## src/hw/rtl/gsd_pkg.sv

```systemverilog
// Shared types, codes and constants of the gyro stillness detector.
package gsd_pkg;

   localparam int Axes = 3;
   localparam int RateW = 16;
   localparam int ValW = 18;
   localparam int StampW = 32;
   localparam int CsrIndexW = 3;
   localparam int CsrDataW = 16;

   // Default sizes handed down from the top level
   localparam int WindowSamplesDefault = 10;
   localparam int DwellMsDefault = 100;
   localparam int QueueDepthDefault = 4;

   // Command codes
   localparam logic CmdStart = 1'b0;
   localparam logic CmdSample = 1'b1;

   // Status codes
   localparam logic [1:0] StatusIdle = 2'd0;
   localparam logic [1:0] StatusWaiting = 2'd1;
   localparam logic [1:0] StatusStill = 2'd2;
   localparam logic [1:0] StatusTimeout = 2'd3;

   // Register indexes
   localparam logic [CsrIndexW-1:0] RegMotionTarget = 3'd0;
   localparam logic [CsrIndexW-1:0] RegNoiseFloor = 3'd1;
   localparam logic [CsrIndexW-1:0] RegRateScale = 3'd2;
   localparam logic [CsrIndexW-1:0] RegOffsetX = 3'd3;
   localparam logic [CsrIndexW-1:0] RegOffsetY = 3'd4;
   localparam logic [CsrIndexW-1:0] RegOffsetZ = 3'd5;
   localparam logic [CsrIndexW-1:0] RegTimeoutMs = 3'd6;

   // Register reset values
   localparam logic [15:0] MotionTargetReset = 16'd0;
   localparam logic [15:0] NoiseFloorReset = 16'd20;
   localparam logic [14:0] RateScaleReset = 15'd25000;
   localparam logic [15:0] TimeoutMsReset = 16'd1000;

   // Range map: raw + offset is biased by half scale, divided by 65535
   localparam logic [17:0] RateBias = 18'd32768;
   localparam int DivBase = 65535;

   // x / 5 == (x * DivFiveMul) >> DivFiveShift for x below 2**19
   localparam int DivFiveInW = 19;
   localparam logic [19:0] DivFiveMul = 20'd838861;
   localparam int DivFiveShift = 22;

   typedef struct packed {
      logic [15:0] motion_target;
      logic [15:0] noise_floor;
      logic [14:0] rate_scale;
      logic [Axes-1:0][RateW-1:0] offset;
      logic [15:0] timeout_ms;
   } cfg_type;

   // One mapped sample travelling from the front end to the back end
   typedef struct packed {
      logic command;
      logic [Axes-1:0][ValW-1:0] g;
      logic [StampW-1:0] now_ms;
   } item_type;

endpackage

```

## src/hw/rtl/gsd_queue.sv

```systemverilog
// Short FIFO of mapped samples between the front and back ends.
module gsd_queue #(
   parameter int DEPTH = gsd_pkg::QueueDepthDefault
) (
   input  logic              clock,
   input  logic              reset,
   input  logic              push,
   input  gsd_pkg::item_type push_item,
   input  logic              pop,
   output gsd_pkg::item_type head,
   output logic              full,
   output logic              empty
);

   localparam int PtrW = $clog2(DEPTH);
   localparam int CntW = $clog2(DEPTH + 1);

   gsd_pkg::item_type entry_ff [DEPTH];
   logic [PtrW-1:0]   wr_ptr_ff, wr_ptr_in;
   logic [PtrW-1:0]   rd_ptr_ff, rd_ptr_in;
   logic [CntW-1:0]   count_ff, count_in;

   assign full = (count_ff == CntW'(DEPTH));
   assign empty = (count_ff == '0);
   assign head = entry_ff[rd_ptr_ff];

   always_comb begin
      wr_ptr_in = wr_ptr_ff;
      rd_ptr_in = rd_ptr_ff;
      count_in = count_ff;
      if (push) begin
         wr_ptr_in = (wr_ptr_ff == PtrW'(DEPTH - 1)) ? '0 : wr_ptr_ff + 1'b1;
      end
      if (pop) begin
         rd_ptr_in = (rd_ptr_ff == PtrW'(DEPTH - 1)) ? '0 : rd_ptr_ff + 1'b1;
      end
      if (push && !pop) begin
         count_in = count_ff + 1'b1;
      end else if (pop && !push) begin
         count_in = count_ff - 1'b1;
      end
   end

   always_ff @(posedge clock) begin
      if (reset) begin
         wr_ptr_ff <= '0;
         rd_ptr_ff <= '0;
         count_ff <= '0;
      end else begin
         wr_ptr_ff <= wr_ptr_in;
         rd_ptr_ff <= rd_ptr_in;
         count_ff <= count_in;
      end
   end

   always_ff @(posedge clock) begin
      if (push) begin
         entry_ff[wr_ptr_ff] <= push_item;
      end
   end

endmodule

```

## config.mk

```make
export PLATFORM = sky130hd
export DESIGN_NAME = gsd_queue
export DESIGN_NICKNAME = d
export VERILOG_FILES = /design/src/hw/rtl/gsd_pkg.sv /design/src/hw/rtl/gsd_queue.sv
export SDC_FILE = /design/constraint.sdc
export NUM_CORES = 1
export LEC_CHECK = 0
export ABC_AREA = 1
export BUFFER_PORTS_ARGS = -buffer_cell sky130_fd_sc_hd__buf_2
export CORE_MARGIN = 3
export CORE_UTILIZATION = 61
export CTS_BUF_LIST = sky130_fd_sc_hd__clkbuf_4 sky130_fd_sc_hd__clkbuf_8 sky130_fd_sc_hd__clkbuf_16
export CTS_CLUSTER_DIAMETER = 40
export DETAILED_ROUTE_END_ITERATION = 10
export PLACE_DENSITY = 0.84
export SYNTH_ARGS = -nofsm -noshare
export SYNTH_HDL_FRONTEND = slang
export SYNTH_SLANG_ARGS = --single-unit
```

## constraint.sdc

```tcl
create_clock -name clock -period 7.3 [get_ports clock]
set_input_delay 0.73 -clock clock [delete_from_list [all_inputs] [get_ports clock]]
set_output_delay 0.73 -clock clock [all_outputs]
set_load 0.01 [all_outputs]
```

==> summary.txt <==
Worst hold path
  – Worst hold path class: in -> reg
  – Hold_sp: push_item[19]
  – Hold Crit Depth: 1
  – Hold path endpoint: entry_ff[2][19]$_DFFE_PP_

Run
  – Max-cap violations: 0

Yosys
  – Most frequent cell after synthesis: edfxtp_1
  – Seq/Total Area, Yosys: 0.795
  – Seq cells post-synth: 357
  – Most frequent cells after synthesis: edfxtp_1, nor2_1, o21ai_0
  – EDFF count, synth: 348
  – Yosys top cell area share: 0.782
  – Post-synth top area cell: edfxtp_1
  – Synthesized area per cell: 14.9 um^2
  – Synth warn: 0
  – Most used DFF post-synth: edfxtp_1
  – Syn_nets: 998
  – Post-synthesis cell area: 13,400 um^2
  – Yosys cell types: 22
  – Ys async rst share: 0
  – Syn Inst Count: 900
  – Synth top area cells: edfxtp_1, nor2_1, o22ai_1

Worst setup path
  – Critical Path Start Type: flip-flop
  – Reg2reg start: wr_ptr_ff[0]$_SDFFE_PP0P_
  – Worst R2R Path Depth: 4
  – Reg2reg setup slack: 5.07 ns
  – Worst Path Required: 6.57 ns
  – CP Capture Type: output port
  – Critical path class: reg -> out
  – Critical Path AT: 3.31 ns
  – Reg2reg end: entry_ff[3][34]$_DFFE_PP_
  – Critical path peak fanout: 104

Timing
  – Final period util: 0.553
  – RSZ-0062 raised after global routing: no
  – Final slew viol count: 0
  – TNS Setup: 0 ns
  – Worst Max-Slew Pin Slew: 1.12 ns
  – Fmax: 248 MHz
  – Worst Skew: 0.0126 ns
  – Final setup viols: 0
  – Fin. Hold Viols: 0
  – Max_slew headroom: 0.255
  – Min Clock Period, post-route: 4.04 ns

Clock tree
  – Postcts setup bufs: 0
  – H-tree depth: 2
  – Num CTS Buffers: 39
  – Clock sink count: 357
  – CTS max path bufs: 3
  – Post-CTS Hold Buffers: 0
  – Clk slew on worst S/H paths: 0.06 ns
  – Root buffer cell: clkbuf_16
  – CTS tree: yes
  – Worst-Skew Late Latency: 0.52 ns
  – Count of cells resized by post-cts repair: 0

Route
  – WL per Instance: 19.3 um
  – Post-DRT Antenna Nets: 0
  – 1st-pass router iterations: 5
  – Final wirelength: 26.7 mm
  – Post-route DRC violation count: 0
  – Drt via density: 5.84
  – DRT iter0 DRCs: 699
  – Routed vias: 8,069

Power and ir drop
  – Power density over the cells: 298 nW/um^2
  – Clock power share: 0.398
  – Cell-internal power: 3570 uW
  – Final Total Pwr: 4630 uW
  – Comb power frac: 0.089
  – Sw frac: 0.229
  – Lkg Pwr: 0.00549 uW
  – Psw: 1060 uW
  – Max VDD drop: 221 uV
  – Sequential share of power: 0.513

Floorplan
  – Horiz. Die Dim: 154 um
  – Initial Util: 0.628
  – Row Count: 53
  – Area of the core: 21,300 um^2
  – Die Span Y: 154 um
  – Die area: 23,700 um^2
  – Io pins: 180

GRT
  – Initial antenna violation count: 3
  – GRT Residual Overflow: 0
  – Largest net degree at the start of global routing: 105
  – Vias in the first global route: 8,156
  – Overall Global Routing Usage: 0.221
  – Global-route wire length before repair: 41.5 mm

Finish
  – Share of layout cells above drive strength 1: 0.232
  – Nets: 1,170
  – Fill cell count: 1,326
  – Post-layout util: 0.731
  – Area grow syn2layout: 16.4%

Placement
  – Port buffer count: 179
  – GP Congestion: 0.710
  – HPWL after DPL: 14.5 mm

Outcome
  – Status: completed
layout by cell type (no fill, tap or decap), types with 4 or more instances in the layout:
| cell | synthesis | layout |
|---|---|---|
| buf_2 | 9 | 179 |
| buf_4 | 14 | 8 |
| clkbuf_16 | 0 | 40 |
| clkbuf_4 | 0 | 10 |
| clkinv_1 | 0 | 11 |
| clkinvlp_4 | 0 | 4 |
| dfxtp_1 | 9 | 7 |
| edfxtp_1 | 348 | 348 |
| ha_1 | 6 | 6 |
| inv_1 | 14 | 10 |
| inv_4 | 1 | 4 |
| nand2_1 | 8 | 8 |
| nor2_1 | 182 | 182 |
| nor3_1 | 4 | 4 |
| o21ai_0 | 95 | 95 |
| o21ai_1 | 82 | 82 |
| o22ai_1 | 87 | 87 |
cells by family after synthesis:
family                   count (synthesis)  synth area share
AO/OA/AOI/OAI                          267             0.108
XOR/XNOR                                 1          0.000655
adder cells (fa/ha/maj)                  7           0.00711
buffers and inverters                   72            0.0330
flip-flops                             357             0.795
AND/OR/NAND/NOR                        196            0.0557
power by group through the flow:
stage / clock (uW) / sequential [uW] / combinational (uW)
after floorplan: 0 / 2410 / 254
after global placement: 0 / 2420 / 398
after detailed placement: 0 / 2420 / 412
after CTS: 1870 / 2380 / 415
after global routing: 1970 / 2380 / 454
final: 1840 / 2380 / 412
metal layers:
layer | wire length [um] | track usage
met1 | 10700 | 0.286
met2 | 13200 | 0.372
met3 | 2190 | 0.0532
met4 | 659 | 0.0749
met5 | 14 | 0
sequential cells by signal, indices dropped and copies added (netlist names), named ones only:
register   flops
count_ff       3
wr_ptr_ff      2
entry_ff     348
rd_ptr_ff      2
critical path, cell delays in order, from the launching register on:
cell and delay, ns:
dfxtp_4 0.61, inv_6 0.53, buf_4 0.93, nor2_1 0.11, o22ai_1 0.29, buf_2 0.19
cell type report:
class	instances	area (um^2)	share of cell area
Antenna cell	3	7.51	0.000483
Clock buffer	50	1080	0.0692
Clock inverter	22	165	0.0106
Inverter	16	75.1	0.00483
Multi-Input combinational cell	471	2290	0.147
Sequential cell	357	10600	0.684
Tap cell	275	344	0.0221
Timing Repair Buffer	187	956	0.0615
worst max path at each step:
stage / startpoint / slack [ns] / to / depth (start not counted)
detailed placement: flip-flop / 3.90 / head[85] / 5
floorplan: push / 4.41 / entry_ff[3][0]$_DFFE_PP_ / 2
CTS: flip-flop / 3.32 / head[58] / 5
finish: flip-flop / 3.26 / head[58] / 5
global route: flip-flop / 3.10 / head[68] / 5
global placement: flip-flop / 3.94 / head[73] / 5
metrics by stage:
| stage | setup slack, ns | cell area, um^2 | hold slack (ns) | instances |
|---|---|---|---|---|
| 2_1_floorplan | 4.41 | 13400 | 0.490 | 900 |
| 3_3_place_gp | 3.94 | 14300 | 0.517 | 1306 |
| 3_5_place_dp | 3.90 | 14300 | 0.548 | 1306 |
| 4_1_cts | 3.32 | 15500 | 0.404 | 1378 |
| 5_1_grt | 3.10 | 15500 | 0.407 | 1379 |
| 6_report | 3.26 | 15600 | 0.423 | 1381 |
Power figures use the tool's default switching activity.
