## config.mk

```make
export PLATFORM = sky130hd
export DESIGN_NAME = gsd_front
export DESIGN_NICKNAME = d
export VERILOG_FILES = /design/src/hw/rtl/gsd_pkg.sv /design/src/hw/rtl/gsd_front.sv
export SDC_FILE = /design/constraint.sdc
export NUM_CORES = 2
export LEC_CHECK = 0
export BUFFER_PORTS_ARGS = -buffer_cell sky130_fd_sc_hd__buf_4
export CAP_MARGIN = 20
export CORE_AREA = 3 3 250 314
export DETAILED_ROUTE_END_ITERATION = 6
export DIE_AREA = 0 0 253 317
export GPL_TIMING_DRIVEN = 0
export PLACE_DENSITY_LB_ADDON = 0.1
export REMOVE_ABC_BUFFERS = 1
export SLEW_MARGIN = 10
export SYNTH_ARGS = -nofsm -noshare
export SYNTH_HDL_FRONTEND = slang
export SYNTH_SLANG_ARGS = --single-unit
export TNS_END_PERCENT = 100
```

## constraint.sdc

```tcl
create_clock -name clock -period 10 [get_ports clock]
set_clock_uncertainty 0.1 [all_clocks]
set_input_delay 0.5 -clock clock [delete_from_list [all_inputs] [get_ports clock]]
set_output_delay 0.5 -clock clock [all_outputs]
set_load 0.03 [all_outputs]
```

## src/hw/rtl/gsd_pkg.sv

```systemverilog
// Shared types, codes and constants of the gyro stillness detector.
package gsd_pkg;

   localparam int Axes = 3;
   localparam int RateW = 16;
   localparam int ValW = 18;
   localparam int StampW = 32;
   localparam int CsrIndexW = 3;
   localparam int CsrDataW = 16;

   // Default sizes handed down from the top level
   localparam int WindowSamplesDefault = 10;
   localparam int DwellMsDefault = 100;
   localparam int QueueDepthDefault = 4;

   // Command codes
   localparam logic CmdStart = 1'b0;
   localparam logic CmdSample = 1'b1;

   // Status codes
   localparam logic [1:0] StatusIdle = 2'd0;
   localparam logic [1:0] StatusWaiting = 2'd1;
   localparam logic [1:0] StatusStill = 2'd2;
   localparam logic [1:0] StatusTimeout = 2'd3;

   // Register indexes
   localparam logic [CsrIndexW-1:0] RegMotionTarget = 3'd0;
   localparam logic [CsrIndexW-1:0] RegNoiseFloor = 3'd1;
   localparam logic [CsrIndexW-1:0] RegRateScale = 3'd2;
   localparam logic [CsrIndexW-1:0] RegOffsetX = 3'd3;
   localparam logic [CsrIndexW-1:0] RegOffsetY = 3'd4;
   localparam logic [CsrIndexW-1:0] RegOffsetZ = 3'd5;
   localparam logic [CsrIndexW-1:0] RegTimeoutMs = 3'd6;

   // Register reset values
   localparam logic [15:0] MotionTargetReset = 16'd0;
   localparam logic [15:0] NoiseFloorReset = 16'd20;
   localparam logic [14:0] RateScaleReset = 15'd25000;
   localparam logic [15:0] TimeoutMsReset = 16'd1000;

   // Range map: raw + offset is biased by half scale, divided by 65535
   localparam logic [17:0] RateBias = 18'd32768;
   localparam int DivBase = 65535;

   // x / 5 == (x * DivFiveMul) >> DivFiveShift for x below 2**19
   localparam int DivFiveInW = 19;
   localparam logic [19:0] DivFiveMul = 20'd838861;
   localparam int DivFiveShift = 22;

   typedef struct packed {
      logic [15:0] motion_target;
      logic [15:0] noise_floor;
      logic [14:0] rate_scale;
      logic [Axes-1:0][RateW-1:0] offset;
      logic [15:0] timeout_ms;
   } cfg_type;

   // One mapped sample travelling from the front end to the back end
   typedef struct packed {
      logic command;
      logic [Axes-1:0][ValW-1:0] g;
      logic [StampW-1:0] now_ms;
   } item_type;

endpackage

```

## src/hw/rtl/gsd_front.sv

```systemverilog
// Front end: accepts raw samples and range-maps each axis in two stages.
module gsd_front (
   input  logic                       clock,
   input  logic                       reset,
   input  gsd_pkg::cfg_type           cfg,
   input  logic                       req_valid,
   output logic                       req_ready,
   input  logic                       req_command,
   input  logic signed [15:0]         req_rate_x,
   input  logic signed [15:0]         req_rate_y,
   input  logic signed [15:0]         req_rate_z,
   input  logic [31:0]                req_now_ms,
   input  logic                       q_full,
   output logic                       q_push,
   output gsd_pkg::item_type          q_item
);

   logic [gsd_pkg::Axes-1:0][gsd_pkg::RateW-1:0] raw;
   logic                     advance;

   logic                     s1_valid_ff, s1_valid_in;
   logic                     s1_cmd_ff;
   logic [31:0]              s1_now_ff;
   logic [gsd_pkg::Axes-1:0] s1_neg_ff, s1_neg_in;
   logic [32:0]              s1_prod_ff [gsd_pkg::Axes];
   logic [32:0]              s1_prod_in [gsd_pkg::Axes];

   logic                     s2_valid_ff, s2_valid_in;
   gsd_pkg::item_type        s2_item_ff, s2_item_in;

   logic [17:0] biased [gsd_pkg::Axes];
   logic [17:0] mag    [gsd_pkg::Axes];
   logic [16:0] hi     [gsd_pkg::Axes];
   logic [17:0] part   [gsd_pkg::Axes];
   logic [1:0]  fix    [gsd_pkg::Axes];
   logic [16:0] quo    [gsd_pkg::Axes];
   logic [18:0] sq     [gsd_pkg::Axes];
   logic [18:0] gval   [gsd_pkg::Axes];
   logic [15:0] scale2;

   assign raw[0] = req_rate_x;
   assign raw[1] = req_rate_y;
   assign raw[2] = req_rate_z;
   assign scale2 = {cfg.rate_scale, 1'b0};

   // Both stages hold only when the queue cannot take the stage 2 transaction
   assign advance = !(s2_valid_ff && q_full);
   assign req_ready = advance;
   assign q_push = s2_valid_ff && !q_full;
   assign q_item = s2_item_ff;

   // Stage 1: bias, magnitude and the 17x16 product
   always_comb begin
      s1_valid_in = req_valid;
      for (int i = 0; i < gsd_pkg::Axes; i++) begin
         biased[i] = {{2{raw[i][15]}}, raw[i]} + {{2{cfg.offset[i][15]}}, cfg.offset[i]}
                     + gsd_pkg::RateBias;
         s1_neg_in[i] = biased[i][17];
         mag[i] = biased[i][17] ? 18'(-biased[i]) : biased[i];
         s1_prod_in[i] = 33'(mag[i][16:0]) * 33'(scale2);
      end
   end

   // Stage 2: p / 65535 = hi + (hi + lo) / 65535, the second term at most 3
   always_comb begin
      s2_valid_in = s1_valid_ff;
      s2_item_in.command = s1_cmd_ff;
      s2_item_in.now_ms = s1_now_ff;
      for (int i = 0; i < gsd_pkg::Axes; i++) begin
         hi[i] = s1_prod_ff[i][32:16];
         part[i] = {1'b0, hi[i]} + {2'b00, s1_prod_ff[i][15:0]};
         if (part[i] >= 18'(3 * gsd_pkg::DivBase)) begin
            fix[i] = 2'd3;
         end else if (part[i] >= 18'(2 * gsd_pkg::DivBase)) begin
            fix[i] = 2'd2;
         end else if (part[i] >= 18'(gsd_pkg::DivBase)) begin
            fix[i] = 2'd1;
         end else begin
            fix[i] = 2'd0;
         end
         quo[i] = hi[i] + {15'd0, fix[i]};
         sq[i] = s1_neg_ff[i] ? 19'(-{2'b00, quo[i]}) : {2'b00, quo[i]};
         gval[i] = sq[i] - {4'd0, cfg.rate_scale};
         s2_item_in.g[i] = gval[i][17:0];
      end
   end

   always_ff @(posedge clock) begin
      if (reset) begin
         s1_valid_ff <= 1'b0;
         s2_valid_ff <= 1'b0;
      end else if (advance) begin
         s1_valid_ff <= s1_valid_in;
         s2_valid_ff <= s2_valid_in;
      end
   end

   always_ff @(posedge clock) begin
      if (advance) begin
         s1_cmd_ff <= req_command;
         s1_now_ff <= req_now_ms;
         s1_neg_ff <= s1_neg_in;
         s1_prod_ff <= s1_prod_in;
         s2_item_ff <= s2_item_in;
      end
   end

endmodule

```

==> results list <==
* Share of final-layout standard cells stronger than drive strength 1: 10.24%
* WL per Instance: 20.13 µm
* Flip-flop cell with the highest count after synthesis: edfxtp_1
- Measured along the y axis, the die boundary spans 317 µm.
- Final clock period utilization by the worst path: 96.34%
- The synthesized design contains 219 enable-type register cells.
- The tool flagged a number of max-cap violations equal to 0.
- Leaving out filler cells and counting taps, the final layout contains 5987.
* Placed cell count: 5870
- After floorplanning, the core was sized to cover 75780 µm².
- Deepest level of the CTS H-tree: 1
* GRT Total Usage: 30.16%
- Counting I/O delays and the setup requirement, the final critical path takes 9634 ps.
- Maximum clock path buffer count: 3
- After detailed routing, no signal wire sits above met4.
- The critical path is of the in2reg type.
- Wire length on met2: 58.95 mm
* # setup viols final: 0
- The count of nets left with antenna violations once routing finished came out at 0.
- Clock sink count: 221
- For this run, the number of Yosys warnings is 0.
- Final net count: 6262
* Met3 layer wire length in the routed design: 8.890 mm
* Register cell area after layout: 6616 µm²
* Wirelength, routed: 120.5 mm
- At the pin with the least slew margin, the transition time is 1065 ps.
- Worst slack, placed: -835.6 ps
- Type of element capturing the critical path: flip-flop
- The filler cells instantiated in the layout total 6459.
- The total overflow left after global routing is 0.
- Averaged over all synthesized cells, the footprint is 9.107 µm².
* Dominant combinational cell family by area after synthesis: adder cells
- Summing all multi-input logic gate instances after layout gives 34200 µm².
* Die Outline Area: 80200 µm²
- Starting utilization of the core area: 57.85%
* Worst setup margin: 365.9 ps
- Vias in the first global route: 36290
* RD Place Congestion: 0.9263
- Summing the sequential cell areas from Yosys gives 15.09% of the chip area.
* Adder and majority cell fraction of the synthesized area: 40.86%
- Number of distinct library cell variants in the gate-level netlist after synthesis: 104
* Gate count after technology mapping: 4814
- Data arrives at the worst endpoint at 9940 ps.
- Flops & latches, synth: 221
- Port buffer count: 236
- Fin. Hold Viols: 0
- The first global-routing pass estimated 190.3 mm of wire.
- The number of pins exceeding their max-slew limit in the final report was 0.
- For this block, the initial DRC count from the detailed router was 2593.
* Antenna violations before repair: 2
- TritonCTS created 27 clock buffers.
* Async SR Flop Fraction: 0%
- For this run, the share of the core covered by cells in the final layout is 64.22%.
* Setup repair after global routing missed its margin: true
* Pin count of the biggest net entering global routing: 65
- The largest single stage delay on the critical path is 620 ps.
* Root Buffer: clkbuf_16
* Min-delay worst type: in2reg
- Most common cell after layout, fill and taps aside: inv_1
- Number of placement rows: 113
- Derived from the worst setup path, the maximum achievable clock frequency is 103.8 MHz.
- Dividing the detail-routed via count by the number of cells gives 5.920.
- The final reports fail on DRC.
* Status: finished, violations left
- In this run the horizontal extent of the chip is 253 µm.
- Of all nets on the critical path, the largest fanout is 12.
- Top library cells by usage in the layout, fill and taps aside: inv_1 (771), fa_1 (591), ha_1 (486)
* Clock tree from TritonCTS: done
- 1st-pass router iterations: 7
- The worst pin sits at a relative slew slack of 28.88%.
- For this run, design rule violations remaining after detail routing come to 7.
* Multiplexer area fraction after synthesis: 1.253%
- The synthesized netlist devotes 13.32% of its cell area to compound gates.
- Pin placement for this block handled 285 I/O pins.
- HPWL Detailed: 89.95 mm
* Insertion delay of the later-clocked pin in the worst-skew pair: 590 ps
- Synthesized-area fraction occupied by and/or/nand/nor cells: 15.19%
- After clock tree synthesis, the clock-pin slew on the worst setup and hold paths is 60 ps.
- Via Count: 35440
- Kind of start point of the critical path: input port
- The cell area that synthesis handed to floorplanning was 43840 µm².
* Xor and xnor fraction of the mapped netlist area: 5.694%
- In the final routing, the length of wire on met1 measures 47.03 mm.
- Area growth, synth to finish: 11.01%
- Data on the critical path is required at its endpoint by 10300 ps.
- In this design, the critical path's most frequently occurring cell is fa_1.
- Among all stages on the critical path, the largest delay is contributed by or4b_2.
==> state kept, by name, indices dropped and copies added, names as in the netlist <==
signal	count
q_item	87
hi	51
s1_prod_ff	45
s1_now_ff	32
s1_neg_ff	3
s1_cmd_ff	1
s1_valid_ff	1
s2_valid_ff	1
==> final cells by class <==
type                       instances  area share, %
clock inverter                    18         0.3728
antenna                            1       0.005142
timing repair buffer             331          5.682
clock buffer                      31          1.481
tap                              977          2.512
multi-input combinational       3622          70.28
sequential                       221          13.60
inverter                         786          6.073
==> repair_timing <==
action                                  CTS  global route
endpoints found under the setup margin   11            22
gates resized for setup                   9            86
hold endpoints to repair                 35             0
buffers inserted                          5            26
pin swaps                                 2            13
hold buffers                             34             0
gates cloned                              0             1
==> stage by stage <==
| stage | area, µm² | hold slack, ps | TNS [ps] |
|---|---|---|---|
| 4_1_cts | 47930 | 94.74 | 0 |
| 2_1_floorplan | 43020 | 300.3 | -96.23 |
| 3_5_place_dp | 46600 | 304.5 | -12550 |
| 3_3_place_gp | 46020 | 300.4 | -38790 |
| 5_1_grt | 48660 | 130.2 | -229.1 |
| 6_report | 48670 | 127.3 | 0 |
==> per-layer routing <==
layer / track usage [%] / up-vias
li1: - / 16400
met1: 36.60 / 17350
met2: 53.07 / 1329
met3: 5.088 / 365
met4: 12.97 / 0
met5: 0 / -
==> worst paths after layout <==
check                          start  depth (start not counted)  slack, ps                       end
max                          cfg[33]                         33        370          hi[32]$_DFFE_PN_
min                        req_valid                          3        130  s1_valid_ff$_SDFFE_PP0N_
max reg2reg         hi[18]$_DFFE_PN_                         28       1990      q_item[67]$_DFFE_PN_
min reg2reg  s1_now_ff[15]$_DFFE_PN_                          0        320      q_item[15]$_DFFE_PN_
==> cell families (layout without fill, tap and decap cells) <==
group                      count (synthesis)  in the layout
muxes                                     54             54
AOI/OAI and AO/OA                        864            864
DFF                                      221            221
and+or+nand+nor                         1341           1341
other                                      0              1
adders and majority gates               1077           1077
xor gates and xnor gates                 285            286
buffers and inverters                    972           1166
==> worst max-delay path, delay by kind of cell <==
kind / cells / cell delay [ps]
AOI/OAI and AO/OA: 14 / 3340
adders and majority gates: 10 / 4390
buffers and inverters: 6 / 510
and+or+nand+nor: 3 / 1170
==> Yosys cell counts (36+ instances only) <==
cell type | instances | share of area, %
inv_1 | 780 | 6.7
fa_1 | 591 | 27
ha_1 | 486 | 14
nand2_1 | 365 | 3.1
nor2_1 | 306 | 2.6
a21oi_1 | 226 | 2.6
edfxtp_1 | 219 | 15
xnor2_1 | 184 | 3.7
and2_1 | 157 | 2.2
a21o_1 | 149 | 2.6
o21ai_0 | 145 | 1.7
clkbuf_1 | 129 | 1.1
xor2_1 | 101 | 2.0
nand3_1 | 94 | 1.1
nor3_1 | 94 | 1.1
and3_1 | 56 | 0.80
o21a_1 | 48 | 0.82
mux2i_1 | 47 | 1.1
or3_1 | 43 | 0.61
nand4_1 | 39 | 0.56
nand2b_1 | 38 | 0.54
buf_2 | 36 | 0.41
Power is not shown: default switching activity piles up to over one toggle a cycle in this logic, so the estimate is an artifact.
