--- config.mk ---
export PLATFORM = sky130hd
export DESIGN_NAME = gsd_back
export DESIGN_NICKNAME = d
export VERILOG_FILES = /design/src/hw/rtl/gsd_pkg.sv /design/src/hw/rtl/gsd_back.sv
export SDC_FILE = /design/constraint.sdc
export NUM_CORES = 2
export LEC_CHECK = 0
export CORE_MARGIN = 8
export CORE_UTILIZATION = 55
export DETAILED_ROUTE_END_ITERATION = 6
export DONT_BUFFER_PORTS = 1
export PLACE_DENSITY = 0.7
export SYNTH_ARGS = -nofsm -noshare
export SYNTH_HDL_FRONTEND = slang
export SYNTH_SLANG_ARGS = --single-unit
--- constraint.sdc ---
create_clock -name clock -period 16.3 [get_ports clock]
set_clock_uncertainty 0.15 [all_clocks]
set_input_delay 3.26 -clock clock [delete_from_list [all_inputs] [get_ports clock]]
set_output_delay 3.26 -clock clock [all_outputs]
set_load 0.05 [all_outputs]
--- src/hw/rtl/gsd_pkg.sv ---
// Shared types, codes and constants of the gyro stillness detector.
package gsd_pkg;

   localparam int Axes = 3;
   localparam int RateW = 16;
   localparam int ValW = 18;
   localparam int StampW = 32;
   localparam int CsrIndexW = 3;
   localparam int CsrDataW = 16;

   // Default sizes handed down from the top level
   localparam int WindowSamplesDefault = 10;
   localparam int DwellMsDefault = 100;
   localparam int QueueDepthDefault = 4;

   // Command codes
   localparam logic CmdStart = 1'b0;
   localparam logic CmdSample = 1'b1;

   // Status codes
   localparam logic [1:0] StatusIdle = 2'd0;
   localparam logic [1:0] StatusWaiting = 2'd1;
   localparam logic [1:0] StatusStill = 2'd2;
   localparam logic [1:0] StatusTimeout = 2'd3;

   // Register indexes
   localparam logic [CsrIndexW-1:0] RegMotionTarget = 3'd0;
   localparam logic [CsrIndexW-1:0] RegNoiseFloor = 3'd1;
   localparam logic [CsrIndexW-1:0] RegRateScale = 3'd2;
   localparam logic [CsrIndexW-1:0] RegOffsetX = 3'd3;
   localparam logic [CsrIndexW-1:0] RegOffsetY = 3'd4;
   localparam logic [CsrIndexW-1:0] RegOffsetZ = 3'd5;
   localparam logic [CsrIndexW-1:0] RegTimeoutMs = 3'd6;

   // Register reset values
   localparam logic [15:0] MotionTargetReset = 16'd0;
   localparam logic [15:0] NoiseFloorReset = 16'd20;
   localparam logic [14:0] RateScaleReset = 15'd25000;
   localparam logic [15:0] TimeoutMsReset = 16'd1000;

   // Range map: raw + offset is biased by half scale, divided by 65535
   localparam logic [17:0] RateBias = 18'd32768;
   localparam int DivBase = 65535;

   // x / 5 == (x * DivFiveMul) >> DivFiveShift for x below 2**19
   localparam int DivFiveInW = 19;
   localparam logic [19:0] DivFiveMul = 20'd838861;
   localparam int DivFiveShift = 22;

   typedef struct packed {
      logic [15:0] motion_target;
      logic [15:0] noise_floor;
      logic [14:0] rate_scale;
      logic [Axes-1:0][RateW-1:0] offset;
      logic [15:0] timeout_ms;
   } cfg_type;

   // One mapped sample travelling from the front end to the back end
   typedef struct packed {
      logic command;
      logic [Axes-1:0][ValW-1:0] g;
      logic [StampW-1:0] now_ms;
   } item_type;

endpackage

--- src/hw/rtl/gsd_back.sv ---
// Back end: running averages, window tracking, stillness and timeout decisions.
module gsd_back #(
   parameter int WINDOW_SAMPLES = gsd_pkg::WindowSamplesDefault,
   parameter int DWELL_MS = gsd_pkg::DwellMsDefault
) (
   input  logic              clock,
   input  logic              reset,
   input  gsd_pkg::cfg_type  cfg,
   input  logic              q_empty,
   input  gsd_pkg::item_type q_head,
   output logic              q_pop,
   output logic              rsp_valid,
   input  logic              rsp_ready,
   output logic [1:0]        rsp_status,
   output logic              rsp_window_done
);

   localparam int CntW = $clog2(WINDOW_SAMPLES + 1);
   localparam int VW = gsd_pkg::ValW;

   logic advance;

   // Average stage
   logic           b1_valid_ff;
   logic           b1_cmd_ff;
   logic [31:0]    b1_now_ff;
   logic [VW-1:0]  avg_ff [gsd_pkg::Axes];
   logic [VW-1:0]  avg_in [gsd_pkg::Axes];
   logic [20:0]    sum    [gsd_pkg::Axes];
   logic [20:0]    mag    [gsd_pkg::Axes];
   logic [38:0]    prod   [gsd_pkg::Axes];
   logic [16:0]    quo    [gsd_pkg::Axes];

   // Window state
   logic [VW-1:0]   min_ff [gsd_pkg::Axes];
   logic [VW-1:0]   min_in [gsd_pkg::Axes];
   logic [VW-1:0]   max_ff [gsd_pkg::Axes];
   logic [VW-1:0]   max_in [gsd_pkg::Axes];
   logic [VW-1:0]   new_min [gsd_pkg::Axes];
   logic [VW-1:0]   new_max [gsd_pkg::Axes];
   logic [VW:0]     span [gsd_pkg::Axes];
   logic [CntW-1:0] count_ff, count_in, count_next;
   logic [31:0]     deadline_ff, deadline_in;
   logic [31:0]     start_ff, start_in;
   logic            active_ff, active_in;

   logic [15:0]     thr;
   logic            quiet;
   logic            still;
   logic            in_time;
   logic [31:0]     elapsed;
   logic [VW-1:0]   open_min, open_max;

   // Result register
   logic            rsp_valid_ff;
   logic [1:0]      rsp_status_ff, rsp_status_in;
   logic            rsp_done_ff, rsp_done_in;

   assign advance = !rsp_valid_ff || rsp_ready;
   assign q_pop = advance && !q_empty;
   assign rsp_valid = rsp_valid_ff;
   assign rsp_status = rsp_status_ff;
   assign rsp_window_done = rsp_done_ff;

   // avg = (4*avg + g) / 5 toward zero; seeded by a start transaction.
   // Idle samples update it too: nothing reads it before the next start.
   always_comb begin
      for (int i = 0; i < gsd_pkg::Axes; i++) begin
         sum[i] = {avg_ff[i][VW-1], avg_ff[i], 2'b00}
                  + {{3{q_head.g[i][VW-1]}}, q_head.g[i]};
         mag[i] = sum[i][20] ? 21'(-sum[i]) : sum[i];
         prod[i] = 39'(mag[i][gsd_pkg::DivFiveInW-1:0]) * 39'(gsd_pkg::DivFiveMul);
         quo[i] = prod[i][gsd_pkg::DivFiveShift +: 17];
         if (q_head.command == gsd_pkg::CmdStart) begin
            avg_in[i] = q_head.g[i];
         end else begin
            avg_in[i] = sum[i][20] ? VW'(-{1'b0, quo[i]}) : {1'b0, quo[i]};
         end
      end
   end

   // Window tracking and decisions for the transaction in the average stage
   always_comb begin
      thr = (cfg.motion_target > cfg.noise_floor) ? cfg.motion_target : cfg.noise_floor;
      open_min = {3'b000, cfg.rate_scale};
      open_max = VW'(-{3'b000, cfg.rate_scale});
      quiet = 1'b1;
      for (int i = 0; i < gsd_pkg::Axes; i++) begin
         new_min[i] = ($signed(avg_ff[i]) < $signed(min_ff[i])) ? avg_ff[i] : min_ff[i];
         new_max[i] = ($signed(avg_ff[i]) > $signed(max_ff[i])) ? avg_ff[i] : max_ff[i];
         span[i] = {new_max[i][VW-1], new_max[i]} - {new_min[i][VW-1], new_min[i]};
         if (!($signed(span[i]) < $signed({3'b000, thr}))) begin
            quiet = 1'b0;
         end
      end
      elapsed = b1_now_ff - start_ff;
      in_time = elapsed < {16'd0, cfg.timeout_ms};
      count_next = count_ff + 1'b1;
      still = 1'b0;

      min_in = min_ff;
      max_in = max_ff;
      count_in = count_ff;
      deadline_in = deadline_ff;
      start_in = start_ff;
      active_in = active_ff;
      rsp_status_in = gsd_pkg::StatusIdle;
      rsp_done_in = 1'b0;

      case (b1_cmd_ff)
         gsd_pkg::CmdStart: begin
            start_in = b1_now_ff;
            deadline_in = '0;
            count_in = '0;
            for (int i = 0; i < gsd_pkg::Axes; i++) begin
               min_in[i] = open_min;
               max_in[i] = open_max;
            end
            // elapsed is zero at start, so only a zero timeout expires here
            if (cfg.timeout_ms != '0) begin
               active_in = 1'b1;
               rsp_status_in = gsd_pkg::StatusWaiting;
            end else begin
               active_in = 1'b0;
               rsp_status_in = gsd_pkg::StatusTimeout;
            end
         end
         gsd_pkg::CmdSample: begin
            if (active_ff) begin
               min_in = new_min;
               max_in = new_max;
               count_in = count_next;
               rsp_status_in = gsd_pkg::StatusWaiting;
               if (count_next >= CntW'(WINDOW_SAMPLES)) begin
                  rsp_done_in = 1'b1;
                  if (quiet) begin
                     if (deadline_ff == '0) begin
                        deadline_in = b1_now_ff + 32'(DWELL_MS);
                     end else if (b1_now_ff > deadline_ff) begin
                        still = 1'b1;
                     end
                  end else begin
                     deadline_in = '0;
                  end
                  if (still) begin
                     rsp_status_in = gsd_pkg::StatusStill;
                     active_in = 1'b0;
                  end else if (!in_time) begin
                     rsp_status_in = gsd_pkg::StatusTimeout;
                     active_in = 1'b0;
                  end else begin
                     count_in = '0;
                     for (int i = 0; i < gsd_pkg::Axes; i++) begin
                        min_in[i] = open_min;
                        max_in[i] = open_max;
                     end
                  end
               end
            end
         end
         default: begin
         end
      endcase
   end

   always_ff @(posedge clock) begin
      if (reset) begin
         b1_valid_ff <= 1'b0;
         rsp_valid_ff <= 1'b0;
         count_ff <= '0;
         deadline_ff <= '0;
         start_ff <= '0;
         active_ff <= 1'b0;
      end else if (advance) begin
         b1_valid_ff <= !q_empty;
         rsp_valid_ff <= b1_valid_ff;
         if (b1_valid_ff) begin
            count_ff <= count_in;
            deadline_ff <= deadline_in;
            start_ff <= start_in;
            active_ff <= active_in;
         end
      end
   end

   always_ff @(posedge clock) begin
      if (q_pop) begin
         b1_cmd_ff <= q_head.command;
         b1_now_ff <= q_head.now_ms;
         avg_ff <= avg_in;
      end
      if (advance && b1_valid_ff) begin
         min_ff <= min_in;
         max_ff <= max_in;
         rsp_status_ff <= rsp_status_in;
         rsp_done_ff <= rsp_done_in;
      end
   end

endmodule

==> flow_summary.json <==
{
  "final_layout_size_suffix_gt1_frac": 0.0521,
  "grt_pass1_vias": 37200,
  "synth_top_flop_cell": "sky130_fd_sc_hd__edfxtp_1",
  "sequential_cell_area_fraction_in_the_yosys_report": 0.163,
  "timing.critical_path.fanout_max": 10,
  "clockBufferDepth": 3,
  "multi_input_comb_area_um2": 34100,
  "cts_tree": "yes",
  "die_y_extent_um": 303,
  "unrepaired_setup_endpoints_after_global_routing": "no",
  "clock_tree.htree_level_count": 2,
  "drt.antenna.violating_nets": 0,
  "post_cts_resize_count": 0,
  "clock.fmax_mhz": 70.8,
  "synth_seq_cells": 269,
  "timing.setup.tns_ns": 0,
  "synth_fp_nets": 6434,
  "timing.max_cap.violations": 0,
  "preCtsSetupSlack_ns": 1.75,
  "startpoint_kind_of_the_worst_setup_timing_path": "primary input",
  "vias": 37100,
  "outcome": "finished, violations left",
  "wl_per_cell_um": 20.3,
  "syn-cell-area_um2": 45100,
  "max_stage_delay_ns": 0.86,
  "cts-buffers-inserted": 35,
  "initial_core_util": 0.553,
  "relSlewSlack": 0.0614,
  "fp.dieW_um": 303,
  "fillers": 7386,
  "placement_rows": 105,
  "clkTransAtPathRegs_ns": 0.06,
  "gp_congestion": 0.957,
  "globalRoute.totalOverflow": 0,
  "syn-mean-instance-area_um2": 8.74,
  "final_wirelength_mm": 126,
  "worst-setup-path-type": "in -> reg",
  "critPathArrivalTime_ns": 14.28,
  "grt_max_degree": 96,
  "area_delta_synth_final_pct": 4.96,
  "port-buffer-count": 0,
  "global_route_wire_length_before_repair_mm": 202,
  "synthesis.yosys.warnings": 0,
  "setup-violations-final": 0,
  "timing.final.hold_violations": 0,
  "fin_crit_sh": 0.866,
  "synthArstFlopShare": 0,
  "worstMarginPinSlew_ns": 1.39,
  "count_of_flip_flops_with_a_built_in_enable_after_synthesis": 198,
  "timing.final.crit_period_ns": 14.12,
  "post-dp-hpwl_mm": 105,
  "cpMaxStageDelayCell": "sky130_fd_sc_hd__nor4_1",
  "number_of_post_cts_setup_repair_buffers": 0,
  "drc_errors": 1,
  "die_area_um2": 91500,
  "regArea_um2": 7370,
  "vias_per_cell": 5.99,
  "synth_cell_types": 97,
  "detail_route.first_pass.iterations": 7,
  "clkLatencyLatePin_ns": 0.57,
  "holdCritPathClass": "reg -> reg",
  "boundaryPins": 207,
  "worst_slack_ns": 2.18,
  "clkSinkCount": 269,
  "critical_path_required_ns": 16.47,
  "synth_cells": 5164,
  "antenna_violations_before_repair": 2,
  "cts_root_buffer": "sky130_fd_sc_hd__clkbuf_16",
  "worstSetupEndpointType": "register",
  "final_nets": 6365,
  "first_iter_violations": 2380,
  "ff2ff_setup_slack_ns": 4.38,
  "violations": "design-rule violations",
  "report.final.slew_viol_count": 0,
  "floorplan.core_area_um2": 81700,
  "track_usage": 0.274,
  "cts_hold_buf": 0
}
[critical path, delay by kind of cell]
| family | cells | cell delay, ns |
|---|---|---|
| AOI/OAI and AO/OA | 8 | 2.45 |
| buffers and inverters | 5 | 0.52 |
| adders and majority gates | 9 | 3.48 |
| and+or+nand+nor | 9 | 3.67 |
| xor gates and xnor gates | 3 | 0.62 |
| muxes | 1 | 0.28 |
[final cells by class]
cell class	instances	area share
Clock buffer	41	0.0194
Clock inverter	22	0.00570
Inverter	865	0.0686
Antenna cell	2	0.000106
Tap cell	1070	0.0283
Sequential cell	269	0.155
Multi-Input combinational cell	3904	0.719
Timing Repair Buffer	20	0.00317
[logic make-up after synthesis]
family                   synth area share
adder cells (fa/ha/maj)             0.346
buffers and inverters              0.0828
AO/OA/AOI/OAI                       0.189
AND/OR/NAND/NOR                     0.125
XOR/XNOR                           0.0572
multiplexers                       0.0366
flip-flops                          0.163
[cell usage in the layout, fill, tap and decap left out, drive strengths merged, types with 41 or more instances in the layout]
master	n
mux2	66
a21o	150
nor2	282
xor2	121
o21a	41
a21bo	41
xnor2	174
nor3	72
dfxtp	71
clkbuf	41
nor2b	45
mux2i	91
nand3	97
nand2	265
nand2b	45
a21oi	385
o31ai	65
fa	301
edfxtp	198
a211oi	43
and3	45
nand4	79
o21ai	195
ha	767
inv	866
[cells in the mapped netlist (72+ instances only)]
master | number | area (um2)
sky130_fd_sc_hd__nor3_1 | 72 | 360
sky130_fd_sc_hd__a21o_1 | 149 | 1120
sky130_fd_sc_hd__xnor2_1 | 174 | 1520
sky130_fd_sc_hd__fa_1 | 301 | 6030
sky130_fd_sc_hd__a21oi_1 | 383 | 1920
sky130_fd_sc_hd__ha_1 | 767 | 9600
sky130_fd_sc_hd__xor2_1 | 121 | 1060
sky130_fd_sc_hd__nand3_1 | 96 | 480
sky130_fd_sc_hd__inv_1 | 865 | 3250
sky130_fd_sc_hd__nor2_1 | 282 | 1060
sky130_fd_sc_hd__clkbuf_1 | 109 | 409
sky130_fd_sc_hd__o21ai_0 | 193 | 966
sky130_fd_sc_hd__edfxtp_1 | 198 | 5950
sky130_fd_sc_hd__mux2i_1 | 91 | 911
sky130_fd_sc_hd__nand2_1 | 264 | 991
sky130_fd_sc_hd__nand4_1 | 78 | 488
[worst paths after layout]
path / start / endpoint / cells past startpoint
max: q_head[52] / avg_ff[34] / 35
min: start_ff[25] / start_ff[25] / 2
max reg2reg: avg_ff[18] / avg_ff[34] / 35
min reg2reg: start_ff[25] / start_ff[25] / 2
[sequential cells by signal, summed over array words and instances (netlist names)]
register         cells
b1_now_ff           32
rsp_window_done      1
rsp_status           2
max_ff              54
active_ff            1
deadline_ff         32
start_ff            32
min_ff              54
rsp_valid            1
b1_cmd_ff            1
count_ff             4
avg_ff              54
b1_valid_ff          1
[per-stage QoR]
stage | cell area [um2] | std cells | utilization | hold WS (ns)
6_report | 47400 | 6193 | 0.580 | 0.299
5_1_grt | 47400 | 6193 | 0.580 | 0.323
4_1_cts | 47400 | 6191 | 0.580 | 0.299
3_5_place_dp | 46200 | 6128 | 0.565 | 0.290
3_3_place_gp | 46200 | 6128 | 0.565 | 0.288
2_1_floorplan | 45100 | 5164 | - | 0.286
[metal layers]
layer,GRT usage,part of all wire,vias up
li1,-,-,18100
met1,0.361,0.44,17800
met2,0.446,0.45,1016
met3,0.0583,0.072,224
met4,0.0943,0.038,0
met5,0,0,-
Power is not shown: default switching activity piles up to over one toggle a cycle in this logic, so the estimate is an artifact.
